## config.mk

```make
export PLATFORM = sky130hd
export DESIGN_NAME = signed_integer_divider_flat
export DESIGN_NICKNAME = d
export VERILOG_FILES = /design/src/sv/sid_pkg.sv /design/src/sv/sid_if.sv /design/src/sv/sid_ctrl.sv /design/src/sv/sid_dp.sv /design/src/sv/signed_integer_divider.sv /design/src/flat_wrapper.sv
export SDC_FILE = /design/constraint.sdc
export NUM_CORES = 1
export LEC_CHECK = 0
export BUFFER_PORTS_ARGS = -buffer_cell sky130_fd_sc_hd__buf_2
export CORE_AREA = 2 2 128 130
export CTS_CLUSTER_DIAMETER = 100
export CTS_CLUSTER_SIZE = 10
export DETAILED_ROUTE_END_ITERATION = 6
export DIE_AREA = 0 0 130 132
export GPL_ROUTABILITY_DRIVEN = 0
export PLACE_DENSITY = 0.83
export SKIP_CTS_REPAIR_TIMING = 1
export SYNTH_ARGS = -nofsm -noshare
export SYNTH_HDL_FRONTEND = slang
export SYNTH_HIERARCHICAL = 1
export SYNTH_SLANG_ARGS = --single-unit
export TNS_END_PERCENT = 50
```

## constraint.sdc

```tcl
create_clock -name clk -period 3.7 [get_ports clk]
set_input_delay 0.74 -clock clk [delete_from_list [all_inputs] [get_ports clk]]
set_output_delay 0.74 -clock clk [all_outputs]
set_load 0.01 [all_outputs]
```

## src/sv/sid_pkg.sv

```systemverilog
package sid_pkg;

    // default operand width
    localparam int DATA_WIDTH_DEF = 32;

    // result status codes
    typedef enum logic [1:0] {
        STATUS_OK   = 2'd0,
        STATUS_DIV0 = 2'd1,
        STATUS_OVF  = 2'd2
    } sid_status_t;

    // controller states, one-hot
    typedef enum logic [2:0] {
        ST_IDLE = 3'b001,
        ST_DIV  = 3'b010,
        ST_FIX  = 3'b100
    } sid_state_t;

    // commands from controller to datapath
    typedef struct packed {
        logic load;    // capture operands and classify
        logic step;    // one restoring iteration
        logic finish;  // sign fix and write output register
    } sid_cmd_t;

    // status from datapath to controller
    typedef struct packed {
        logic special;   // divide by zero or overflow, no iteration needed
        logic out_free;  // output register can take a word this cycle
    } sid_stat_t;

endpackage

```

## src/sv/sid_if.sv

```systemverilog
interface sid_in_if #(
    parameter int DATA_WIDTH = sid_pkg::DATA_WIDTH_DEF
);
    logic                         valid;
    logic                         ready;
    logic signed [DATA_WIDTH-1:0] numerator;
    logic signed [DATA_WIDTH-1:0] denominator;

    modport source (output valid, output numerator, output denominator, input ready);
    modport sink   (input valid, input numerator, input denominator, output ready);
endinterface

interface sid_out_if #(
    parameter int DATA_WIDTH = sid_pkg::DATA_WIDTH_DEF
);
    logic                         valid;
    logic                         ready;
    logic signed [DATA_WIDTH-1:0] quotient;
    logic [1:0]                   status;

    modport source (output valid, output quotient, output status, input ready);
    modport sink   (input valid, input quotient, input status, output ready);
endinterface

```

## src/sv/sid_ctrl.sv

```systemverilog
module sid_ctrl #(
    parameter int DATA_WIDTH = sid_pkg::DATA_WIDTH_DEF
) (
    input  logic              clk,
    input  logic              rst_n,
    input  logic              in_valid,
    output logic              in_ready,
    input  sid_pkg::sid_stat_t stat,
    output sid_pkg::sid_cmd_t  cmd
);
    import sid_pkg::*;

    localparam int CW = (DATA_WIDTH > 1) ? $clog2(DATA_WIDTH) : 1;

    sid_state_t    state_reg;
    sid_state_t    state_next;
    logic [CW-1:0] cnt_reg;
    logic [CW-1:0] cnt_next;

    // next state and commands
    always_comb
    begin
        state_next = state_reg;
        cnt_next   = cnt_reg;
        cmd        = '0;
        in_ready   = 1'b0;
        unique case (state_reg)
            ST_IDLE:
            begin
                in_ready = 1'b1;
                if (in_valid)
                begin
                    cmd.load = 1'b1;
                    cnt_next = CW'(DATA_WIDTH - 1);
                    state_next = ST_DIV;
                end
            end
            ST_DIV:
            begin
                if (stat.special)
                begin
                    state_next = ST_FIX;
                end
                else
                begin
                    cmd.step = 1'b1;
                    if (cnt_reg == '0)
                    begin
                        state_next = ST_FIX;
                    end
                    else
                    begin
                        cnt_next = cnt_reg - 1'b1;
                    end
                end
            end
            ST_FIX:
            begin
                if (stat.out_free)
                begin
                    cmd.finish = 1'b1;
                    state_next = ST_IDLE;
                end
            end
            default:
            begin
                state_next = ST_IDLE;
            end
        endcase
    end

    // state and iteration counter
    always_ff @(posedge clk or negedge rst_n)
    begin
        if (!rst_n)
        begin
            state_reg <= ST_IDLE;
            cnt_reg   <= '0;
        end
        else
        begin
            state_reg <= state_next;
            cnt_reg   <= cnt_next;
        end
    end

    // checks
    a_load_leaves_idle: assert property (@(posedge clk) disable iff (!rst_n)
        cmd.load |=> state_reg == ST_DIV)
        else $error("load did not start division");

    a_last_step_to_fix: assert property (@(posedge clk) disable iff (!rst_n)
        (cmd.step && cnt_reg == '0) |=> state_reg == ST_FIX)
        else $error("last iteration did not reach fix-up");

    a_finish_to_idle: assert property (@(posedge clk) disable iff (!rst_n)
        cmd.finish |=> (state_reg == ST_IDLE && in_ready))
        else $error("finish did not return to idle");

endmodule

```

## src/sv/sid_dp.sv

```systemverilog
module sid_dp #(
    parameter int DATA_WIDTH = sid_pkg::DATA_WIDTH_DEF
) (
    input  logic                         clk,
    input  logic                         rst_n,
    input  sid_pkg::sid_cmd_t            cmd,
    output sid_pkg::sid_stat_t           stat,
    input  logic signed [DATA_WIDTH-1:0] numerator,
    input  logic signed [DATA_WIDTH-1:0] denominator,
    output logic                         out_valid,
    input  logic                         out_ready,
    output logic signed [DATA_WIDTH-1:0] quotient,
    output logic [1:0]                   status
);
    import sid_pkg::*;

    localparam logic [DATA_WIDTH-1:0] MIN_VAL = {1'b1, {(DATA_WIDTH-1){1'b0}}};
    localparam logic [DATA_WIDTH-1:0] MAX_VAL = {1'b0, {(DATA_WIDTH-1){1'b1}}};
    localparam logic [DATA_WIDTH-1:0] ONE     = DATA_WIDTH'(1);

    logic [DATA_WIDTH-1:0] rem_reg;
    logic [DATA_WIDTH-1:0] quo_reg;
    logic [DATA_WIDTH-1:0] div_reg;
    logic                  neg_reg;
    logic                  special_reg;
    sid_status_t           st_reg;

    logic                  out_valid_reg;
    logic [DATA_WIDTH-1:0] out_quo_reg;
    sid_status_t           out_st_reg;

    logic [DATA_WIDTH-1:0] num_u;
    logic [DATA_WIDTH-1:0] den_u;
    logic [DATA_WIDTH-1:0] num_mag;
    logic [DATA_WIDTH-1:0] den_mag;
    logic                  is_div0;
    logic                  is_ovf;
    logic [DATA_WIDTH-1:0] rem_shift;
    logic [DATA_WIDTH:0]   diff;
    logic [DATA_WIDTH-1:0] result;

    // operand magnitudes and special cases
    always_comb
    begin
        num_u   = numerator;
        den_u   = denominator;
        num_mag = num_u[DATA_WIDTH-1] ? (~num_u + ONE) : num_u;
        den_mag = den_u[DATA_WIDTH-1] ? (~den_u + ONE) : den_u;
        is_div0 = (den_u == '0);
        is_ovf  = (num_u == MIN_VAL) && (den_u == '1);
    end

    // one restoring iteration
    always_comb
    begin
        rem_shift = {rem_reg[DATA_WIDTH-2:0], quo_reg[DATA_WIDTH-1]};
        diff      = {1'b0, rem_shift} - {1'b0, div_reg};
    end

    // sign fix-up or special value
    always_comb
    begin
        if (special_reg)
        begin
            result = (st_reg == STATUS_DIV0) ? MIN_VAL : MAX_VAL;
        end
        else
        begin
            result = neg_reg ? (~quo_reg + ONE) : quo_reg;
        end
    end

    // working registers
    always_ff @(posedge clk)
    begin
        if (cmd.load)
        begin
            rem_reg     <= '0;
            quo_reg     <= num_mag;
            div_reg     <= den_mag;
            neg_reg     <= num_u[DATA_WIDTH-1] ^ den_u[DATA_WIDTH-1];
            special_reg <= is_div0 | is_ovf;
            priority if (is_div0)
            begin
                st_reg <= STATUS_DIV0;
            end
            else if (is_ovf)
            begin
                st_reg <= STATUS_OVF;
            end
            else
            begin
                st_reg <= STATUS_OK;
            end
        end
        else if (cmd.step)
        begin
            if (!diff[DATA_WIDTH])
            begin
                rem_reg <= diff[DATA_WIDTH-1:0];
            end
            else
            begin
                rem_reg <= rem_shift;
            end
            quo_reg <= {quo_reg[DATA_WIDTH-2:0], ~diff[DATA_WIDTH]};
        end
    end

    // output register payload
    always_ff @(posedge clk)
    begin
        if (cmd.finish)
        begin
            out_quo_reg <= result;
            out_st_reg  <= st_reg;
        end
    end

    // output register valid
    always_ff @(posedge clk or negedge rst_n)
    begin
        if (!rst_n)
        begin
            out_valid_reg <= 1'b0;
        end
        else if (cmd.finish)
        begin
            out_valid_reg <= 1'b1;
        end
        else if (out_ready)
        begin
            out_valid_reg <= 1'b0;
        end
    end

    assign stat.special  = special_reg;
    assign stat.out_free = !out_valid_reg || out_ready;
    assign out_valid     = out_valid_reg;
    assign quotient      = out_quo_reg;
    assign status        = out_st_reg;

    // checks
    a_rem_below_div: assert property (@(posedge clk) disable iff (!rst_n)
        cmd.step |-> rem_reg < div_reg)
        else $error("partial remainder not below divisor");

    a_div0_value: assert property (@(posedge clk) disable iff (!rst_n)
        (out_valid_reg && out_st_reg == STATUS_DIV0) |-> out_quo_reg == MIN_VAL)
        else $error("divide by zero word carries wrong quotient");

    a_finish_sets_valid: assert property (@(posedge clk) disable iff (!rst_n)
        cmd.finish |=> out_valid_reg)
        else $error("finished word not presented");

endmodule

```

## src/sv/signed_integer_divider.sv

```systemverilog
// Signed divider: quotient of numerator by denominator, truncated toward zero,
// with status ok, divide by zero (quotient = most negative value) or overflow
// (most negative over minus one, quotient = largest positive value). A word is
// accepted only while the block is idle; it then takes a load step, DATA_WIDTH
// iterations of a single restoring subtract-and-shift unit (one quotient bit
// per cycle) and a sign fix-up step that writes the output register, and only
// then returns to idle for the next word; the fix-up step waits while the
// output register is full and not being read. Divide-by-zero and overflow skip
// the iterations. The output register lets the next word be accepted while a
// result still waits to be taken.
module signed_integer_divider #(
    parameter int DATA_WIDTH = sid_pkg::DATA_WIDTH_DEF
) (
    input logic clk,
    input logic rst_n,
    sid_in_if.sink    req,
    sid_out_if.source rsp
);
    import sid_pkg::*;

    sid_cmd_t  cmd;
    sid_stat_t stat;

    sid_ctrl #(
        .DATA_WIDTH (DATA_WIDTH)
    ) u_ctrl (
        .clk      (clk),
        .rst_n    (rst_n),
        .in_valid (req.valid),
        .in_ready (req.ready),
        .stat     (stat),
        .cmd      (cmd)
    );

    sid_dp #(
        .DATA_WIDTH (DATA_WIDTH)
    ) u_dp (
        .clk         (clk),
        .rst_n       (rst_n),
        .cmd         (cmd),
        .stat        (stat),
        .numerator   (req.numerator),
        .denominator (req.denominator),
        .out_valid   (rsp.valid),
        .out_ready   (rsp.ready),
        .quotient    (rsp.quotient),
        .status      (rsp.status)
    );

endmodule

```

## src/flat_wrapper.sv

```systemverilog
// flat-port wrapper written by rule: the top's interface ports become plain ports
module signed_integer_divider_flat import sid_pkg::*;
#(
    parameter int DATA_WIDTH = sid_pkg::DATA_WIDTH_DEF
)
  (clk, rst_n, req_valid, req_numerator, req_denominator, req_ready, rsp_valid, rsp_quotient, rsp_status, rsp_ready);
  sid_in_if #(.DATA_WIDTH(DATA_WIDTH)) req_i ();
  sid_out_if #(.DATA_WIDTH(DATA_WIDTH)) rsp_i ();
  input logic clk;
  input logic rst_n;
  input wire logic [$bits(req_i.valid)-1:0] req_valid;
  input wire logic [$bits(req_i.numerator)-1:0] req_numerator;
  input wire logic [$bits(req_i.denominator)-1:0] req_denominator;
  output wire logic [$bits(req_i.ready)-1:0] req_ready;
  output wire logic [$bits(rsp_i.valid)-1:0] rsp_valid;
  output wire logic [$bits(rsp_i.quotient)-1:0] rsp_quotient;
  output wire logic [$bits(rsp_i.status)-1:0] rsp_status;
  input wire logic [$bits(rsp_i.ready)-1:0] rsp_ready;
  assign req_i.valid = req_valid;
  assign req_i.numerator = req_numerator;
  assign req_i.denominator = req_denominator;
  assign req_ready = req_i.ready;
  assign rsp_valid = rsp_i.valid;
  assign rsp_quotient = rsp_i.quotient;
  assign rsp_status = rsp_i.status;
  assign rsp_i.ready = rsp_ready;
  signed_integer_divider #(.DATA_WIDTH(DATA_WIDTH)) u_core (.clk(clk), .rst_n(rst_n), .req(req_i), .rsp(rsp_i));
endmodule
```

Word level (Yosys, flattened, before mapping)
Index checks and enable logic that the tools add are counted.
{ "totals": {"ff_bits": 142, "in_bits": 68, "output_inout_bits": 36} }
{ "op_classes": {"add_sub_neg": 5, "eq_ne": 11, "mux": 27, "n_bitwise": 6, "n_reduce_logical": 10} }
{ "op_table": {"columns": ["operator", "n"], "rows": [
  ["$mux 32", 6],
  ["$add 32x1->32 const B", 3],
  ["$not 32->32", 3],
  ["$eq 32x32->1 const B", 2],
  ["$mux 31", 2],
  ["$sub 32x32->33", 1],
  ["$logic_not 32->1", 1],
  ["$mux 5", 3],
  ["$mux 3", 4],
  ["$pmux 5 s2", 1],
  ["$mux 1", 9],
  ["$pmux 3 s3", 1],
  ["$ne 2x2->1 const B", 3],
  ["$reduce_bool 2->1", 3],
  ["$logic_not 5->1", 1],
  ["$sub 5x1->5 const B", 1],
  ["$reduce_and 4->1", 1],
  ["$eq 3x1->1 const B", 1],
  ["$eq 3x2->1 const B", 1],
  ["$eq 3x3->1 const B", 1],
  ["$ne 3x3->1 const B", 1],
  ["$reduce_and 3->1", 1],
  ["$eq 2x1->1 const B", 1],
  ["$mux 2", 1],
  ["other kinds (7)", 7]
]} }

Longest topological paths before layout
{ "logic_depth": {"depth_word": 5, "depth_mapped": 13} }

Modules after synthesis
The synthesis kept the hierarchy.
{ "by_module_without_submodules": {"columns": ["module", "instances", "cells_each", "area_per_inst_um2", "seq_area_each_um2"], "rows": [
  ["sid_dp", 1, 926, 8779.7, 3708.6],
  ["sid_ctrl", 1, 45, 466.7, 201.4]
]} }

Worst setup path after synthesis
No wires, ideal clock.
{ "synth_timing": {"path_type": "input-to-reg", "from": "input rsp_ready", "to": "register u_core.u_dp.out_quo_reg[0], in the netlist u_core/u_dp/quotient[0] (enable)", "setup_time_ns": 0.469, "arrival_time_ns": 3.310, "required_time_ns": 3.231, "setup_slack_ns": -0.079, "path_stages": 3, "path_buffers": 0, "path_cell_list": "nand2b_1 nand2_1 nor3_1"} }
{ "synth_lines": {"columns": ["element", "line_no", "source"], "rows": [
  ["from (decl)", "flat_wrapper.sv:18", "input wire logic [$bits(rsp_i.ready)-1:0] rsp_ready;"],
  ["to (signal assigned)", "sid_dp.sv:115", "out_quo_reg <= result;"],
  ["to (decl)", "sid_dp.sv:29", "logic [DATA_WIDTH-1:0] out_quo_reg;"]
]} }

Worst setup path in the final report
{ "layout_timing": {"from": "register u_core.u_dp.quo_reg[31]", "to": "register u_core.u_dp.rem_reg[9]"} }
{ "layout_between": {"elab_chain_cells": 2} }
{ "layout_lines": {"columns": ["element", "line_no", "source"], "rows": [
  ["from (decl)", "sid_dp.sv:22", "logic [DATA_WIDTH-1:0] quo_reg;"],
  ["from (signal assigned)", "sid_dp.sv:79", "quo_reg <= num_mag;"],
  ["from (signal assigned)", "sid_dp.sv:106", "quo_reg <= {quo_reg[DATA_WIDTH-2:0], ~diff[DATA_WIDTH]};"],
  ["$sub 32x32->33", "sid_dp.sv:57", "diff = {1'b0, rem_shift} - {1'b0, div_reg};"],
  ["$mux 31", "sid_dp.sv:98", "if (!diff[DATA_WIDTH])"],
  ["to (signal assigned)", "sid_dp.sv:100", "rem_reg <= diff[DATA_WIDTH-1:0];"],
  ["to (signal assigned)", "sid_dp.sv:104", "rem_reg <= rem_shift;"],
  ["to (decl)", "sid_dp.sv:21", "logic [DATA_WIDTH-1:0] rem_reg;"]
]} }
No other way between the ends.
A chain may end at the register's enable or synchronous reset.

==> results.md <==
- DRC: 0
- Mapped Cells: 971
- Hpwl dp: 15.7 mm
- Max cap viols: 0
- CTS tree: yes
- Crit. path cell count: 12
- Register-to-Register Setup Slack: 350 ps
- Ys async rst share: 0.0634
- Most common cell after layout, fill and taps aside: buf_2
- Die X: 130 µm
- Slew @ Worst Pin: 911 ps
- ANT nets after route: 0
- Vias in the first global route: 7263
- Nets@finish: 1165
- Seq/Total Area, Yosys: 0.423
- Vias: 7848
- Port buffer count: 103
- CP Data Required Time: 4040 ps
- DP Area: 9980 µm²
- Initial Utilization: 0.588
- Post-Syn Area: 9250 µm²
- Global Route Usage Sum: 0.258
- Kind of critical path: reg -> reg
- Slowest stage cell, crit path: a311oi_1
- Htree depth: 4
- CP cell instances: inv_1 > ha_1 > fa_1 > nand2b_1 > a21o_1 > a311oi_1 > o2111ai_1 > a31oi_1 > or2_2 > buf_12 > o21ai_0 > a211oi_1
- Fmax: 299 MHz
- Core area: 15700 µm²
- Syn Area/Cell: 9.52 µm²
- RSZ-0062 raised after global routing: no
- Yosys top cell by area: edfxtp_1
- Synth top area share: 0.331
- Reg2Reg Capture Point: u_core/u_dp/rem_reg[9]
- R2R depth: 12
- Row count: 46
- Most frequent cells in the layout: buf_2 (103), edfxtp_1 (102), o21ai_0 (83), nor2_1 (79), xor2_1 (67)
- I/O pin cnt: 104
- Die ar.: 17200 µm²
- Layout cells sized above 1: 0.161
- Layout area overhead: 14.0%
- Die height: 132 µm
- Final setup viols: 0
- Crit path time final: 3350 ps
- WP data arrival: 3680 ps
- Worst skew pair latency: 430 ps
- Slew margin rel.: 0.391
- Reg2reg start: u_core/u_dp/quo_reg[31]
- Cell Pwr Density: 648 nW/µm²
- CTS clock-pin slew for the worst setup and hold paths: 70 ps
- Net Count, Synth: 1077
- 1st-iter DRT viols: 749
- Final Cell Area: 10500 µm²
- Via-per-instance ratio: 6.09
- Distinct cells, synth: 72
- CTS Sinks: 142
- Fin Hold WS: 145 ps
- Number of flops mapped to enable cells by yosys: 102
- First-pass GRT wire length: 35.4 mm
- Worst vdd ir: 0.000401 V
- CP startpoint kind: flop
- Clk buf depth: 2
- Type of element capturing the critical path: flop
- Setup TNS: 0 ps
- Tcrit/Tclk final: 0.905
- Mean routed wirelength per cell: 16.9 µm
- Final WL: 21.7 mm
- Outcome: complete, no violations
- CTS Buf Count: 17
- CP delay by family, top: compound AO/OA/AOI/OAI gates
- Hold Crit Class: in -> async
- DRT Pass-1 Iters: 5
- Slowest Stage Delay on Critical Path: 410 ps
- Pleak: 4.06 nW
- Synthesis warning total: 6
- Initial antenna violation count: 2
- Synthesis-stage register bit count: 142
- Area contributors post-synth: edfxtp_1 (33%), dfxtp_1 (6.7%), xor2_1 (6.3%)
- Root Driver: clkbuf_16
- Critical path buffers and inverters: 2
- Crit path max fanout: 15
- Final hold violation count: 0
- Total power: 6.84 mW
- Gr ovfl total: 0
- Top_reg_cell synth: edfxtp_1
- Final Skew: 11.4 ps
- Largest net degree at the start of global routing: 118
- Final Slew Violations: 0
[cells in the mapped netlist, types with 3 or more instances]
master / instances
o21a_1: 8
nor3_1: 18
nor3b_1: 6
dfxtp_1: 31
ha_1: 37
o211ai_1: 7
and2_1: 3
nand4b_1: 3
a21o_1: 18
dfrtp_1: 8
or3_1: 16
a32o_1: 3
o31ai_1: 27
or4_4: 3
or2_2: 4
xor2_1: 67
o41ai_1: 12
nor2_1: 79
a31oi_1: 6
nand4_1: 17
buf_2: 3
nor4_1: 10
or4_1: 5
nand3_1: 12
and3_1: 4
a311oi_1: 5
a21oi_1: 58
nand2_1: 64
clkbuf_1: 40
o2111ai_1: 3
xnor2_1: 45
o21ai_0: 84
inv_1: 55
nor2b_1: 9
mux2i_1: 22
edfxtp_1: 102
a211oi_1: 18
or3_4: 3
nand2b_1: 12
[power breakdown]
part | switching [mW] | internal (mW)
sequential | 0.410 | 2.30
combinational | 1.51 | 0.998
clock | 0.731 | 0.883
[worst max path at each step]
stage | startpoint | end | slack (ps)
floorplan | req_valid | u_core/u_dp/quo_reg[0] | 260
global placement | req_numerator[6] | u_core/u_dp/quo_reg[27] | 200
detailed placement | req_numerator[6] | u_core/u_dp/quo_reg[27] | 110
CTS | u_core/u_dp/quo_reg[31] | u_core/u_dp/rem_reg[9] | 410
global route | u_core/u_dp/quo_reg[31] | u_core/u_dp/rem_reg[9] | 150
finish | u_core/u_dp/quo_reg[31] | u_core/u_dp/rem_reg[9] | 350
[worst reg2reg max path: stages (launching register included)]
cell and delay, ps:
edfxtp_1 390, inv_1 60, ha_1 220, fa_1 400
nand2b_1 180, a21o_1 190, a311oi_1 410, o2111ai_1 220
a31oi_1 290, or2_2 340, buf_12 200, o21ai_0 90
a211oi_1 260
[per-layer routing]
| metal | share of wire | routed length (µm) | track usage | up-vias |
|---|---|---|---|---|
| met4 | 0.020 | 442 | 0.0920 | 2 |
| met5 | 0.00055 | 12 | 0 | - |
| met1 | 0.44 | 9550 | 0.355 | 3707 |
| li1 | - | - | - | 3765 |
| met2 | 0.47 | 10100 | 0.408 | 330 |
| met3 | 0.073 | 1590 | 0.0495 | 44 |
[cell families (layout without fill, tap and decap cells)]
family	Yosys count	in the layout	synth area share
AO/OA/AOI/OAI	270	270	0.189
XOR/XNOR	112	112	0.106
multiplexers	24	24	0.0263
AND/OR/NAND/NOR	283	283	0.161
other	0	1	0
buffers and inverters	102	203	0.0426
adder cells (fa/ha/maj)	38	38	0.0522
flip-flops	142	142	0.423
[cell type report]
class	instances	area (µm²)
antenna	1	2.50
clock buffer	18	429
clock inverter	14	128
fill	1169	5170
inverter	55	206
multi-input combinational	727	4960
sequential	142	3910
tap	216	270
timing repair buffer	116	638
[per-stage QoR]
step	utilization	instances	setup slack [ps]
final	0.671	1289	353
after global routing	0.671	1289	150
after CTS	0.671	1288	410
after detailed placement	0.635	1256	110
after global placement	0.635	1256	198
after floorplan	-	971	262
No activity file was read; power rests on OpenSTA's default activity.
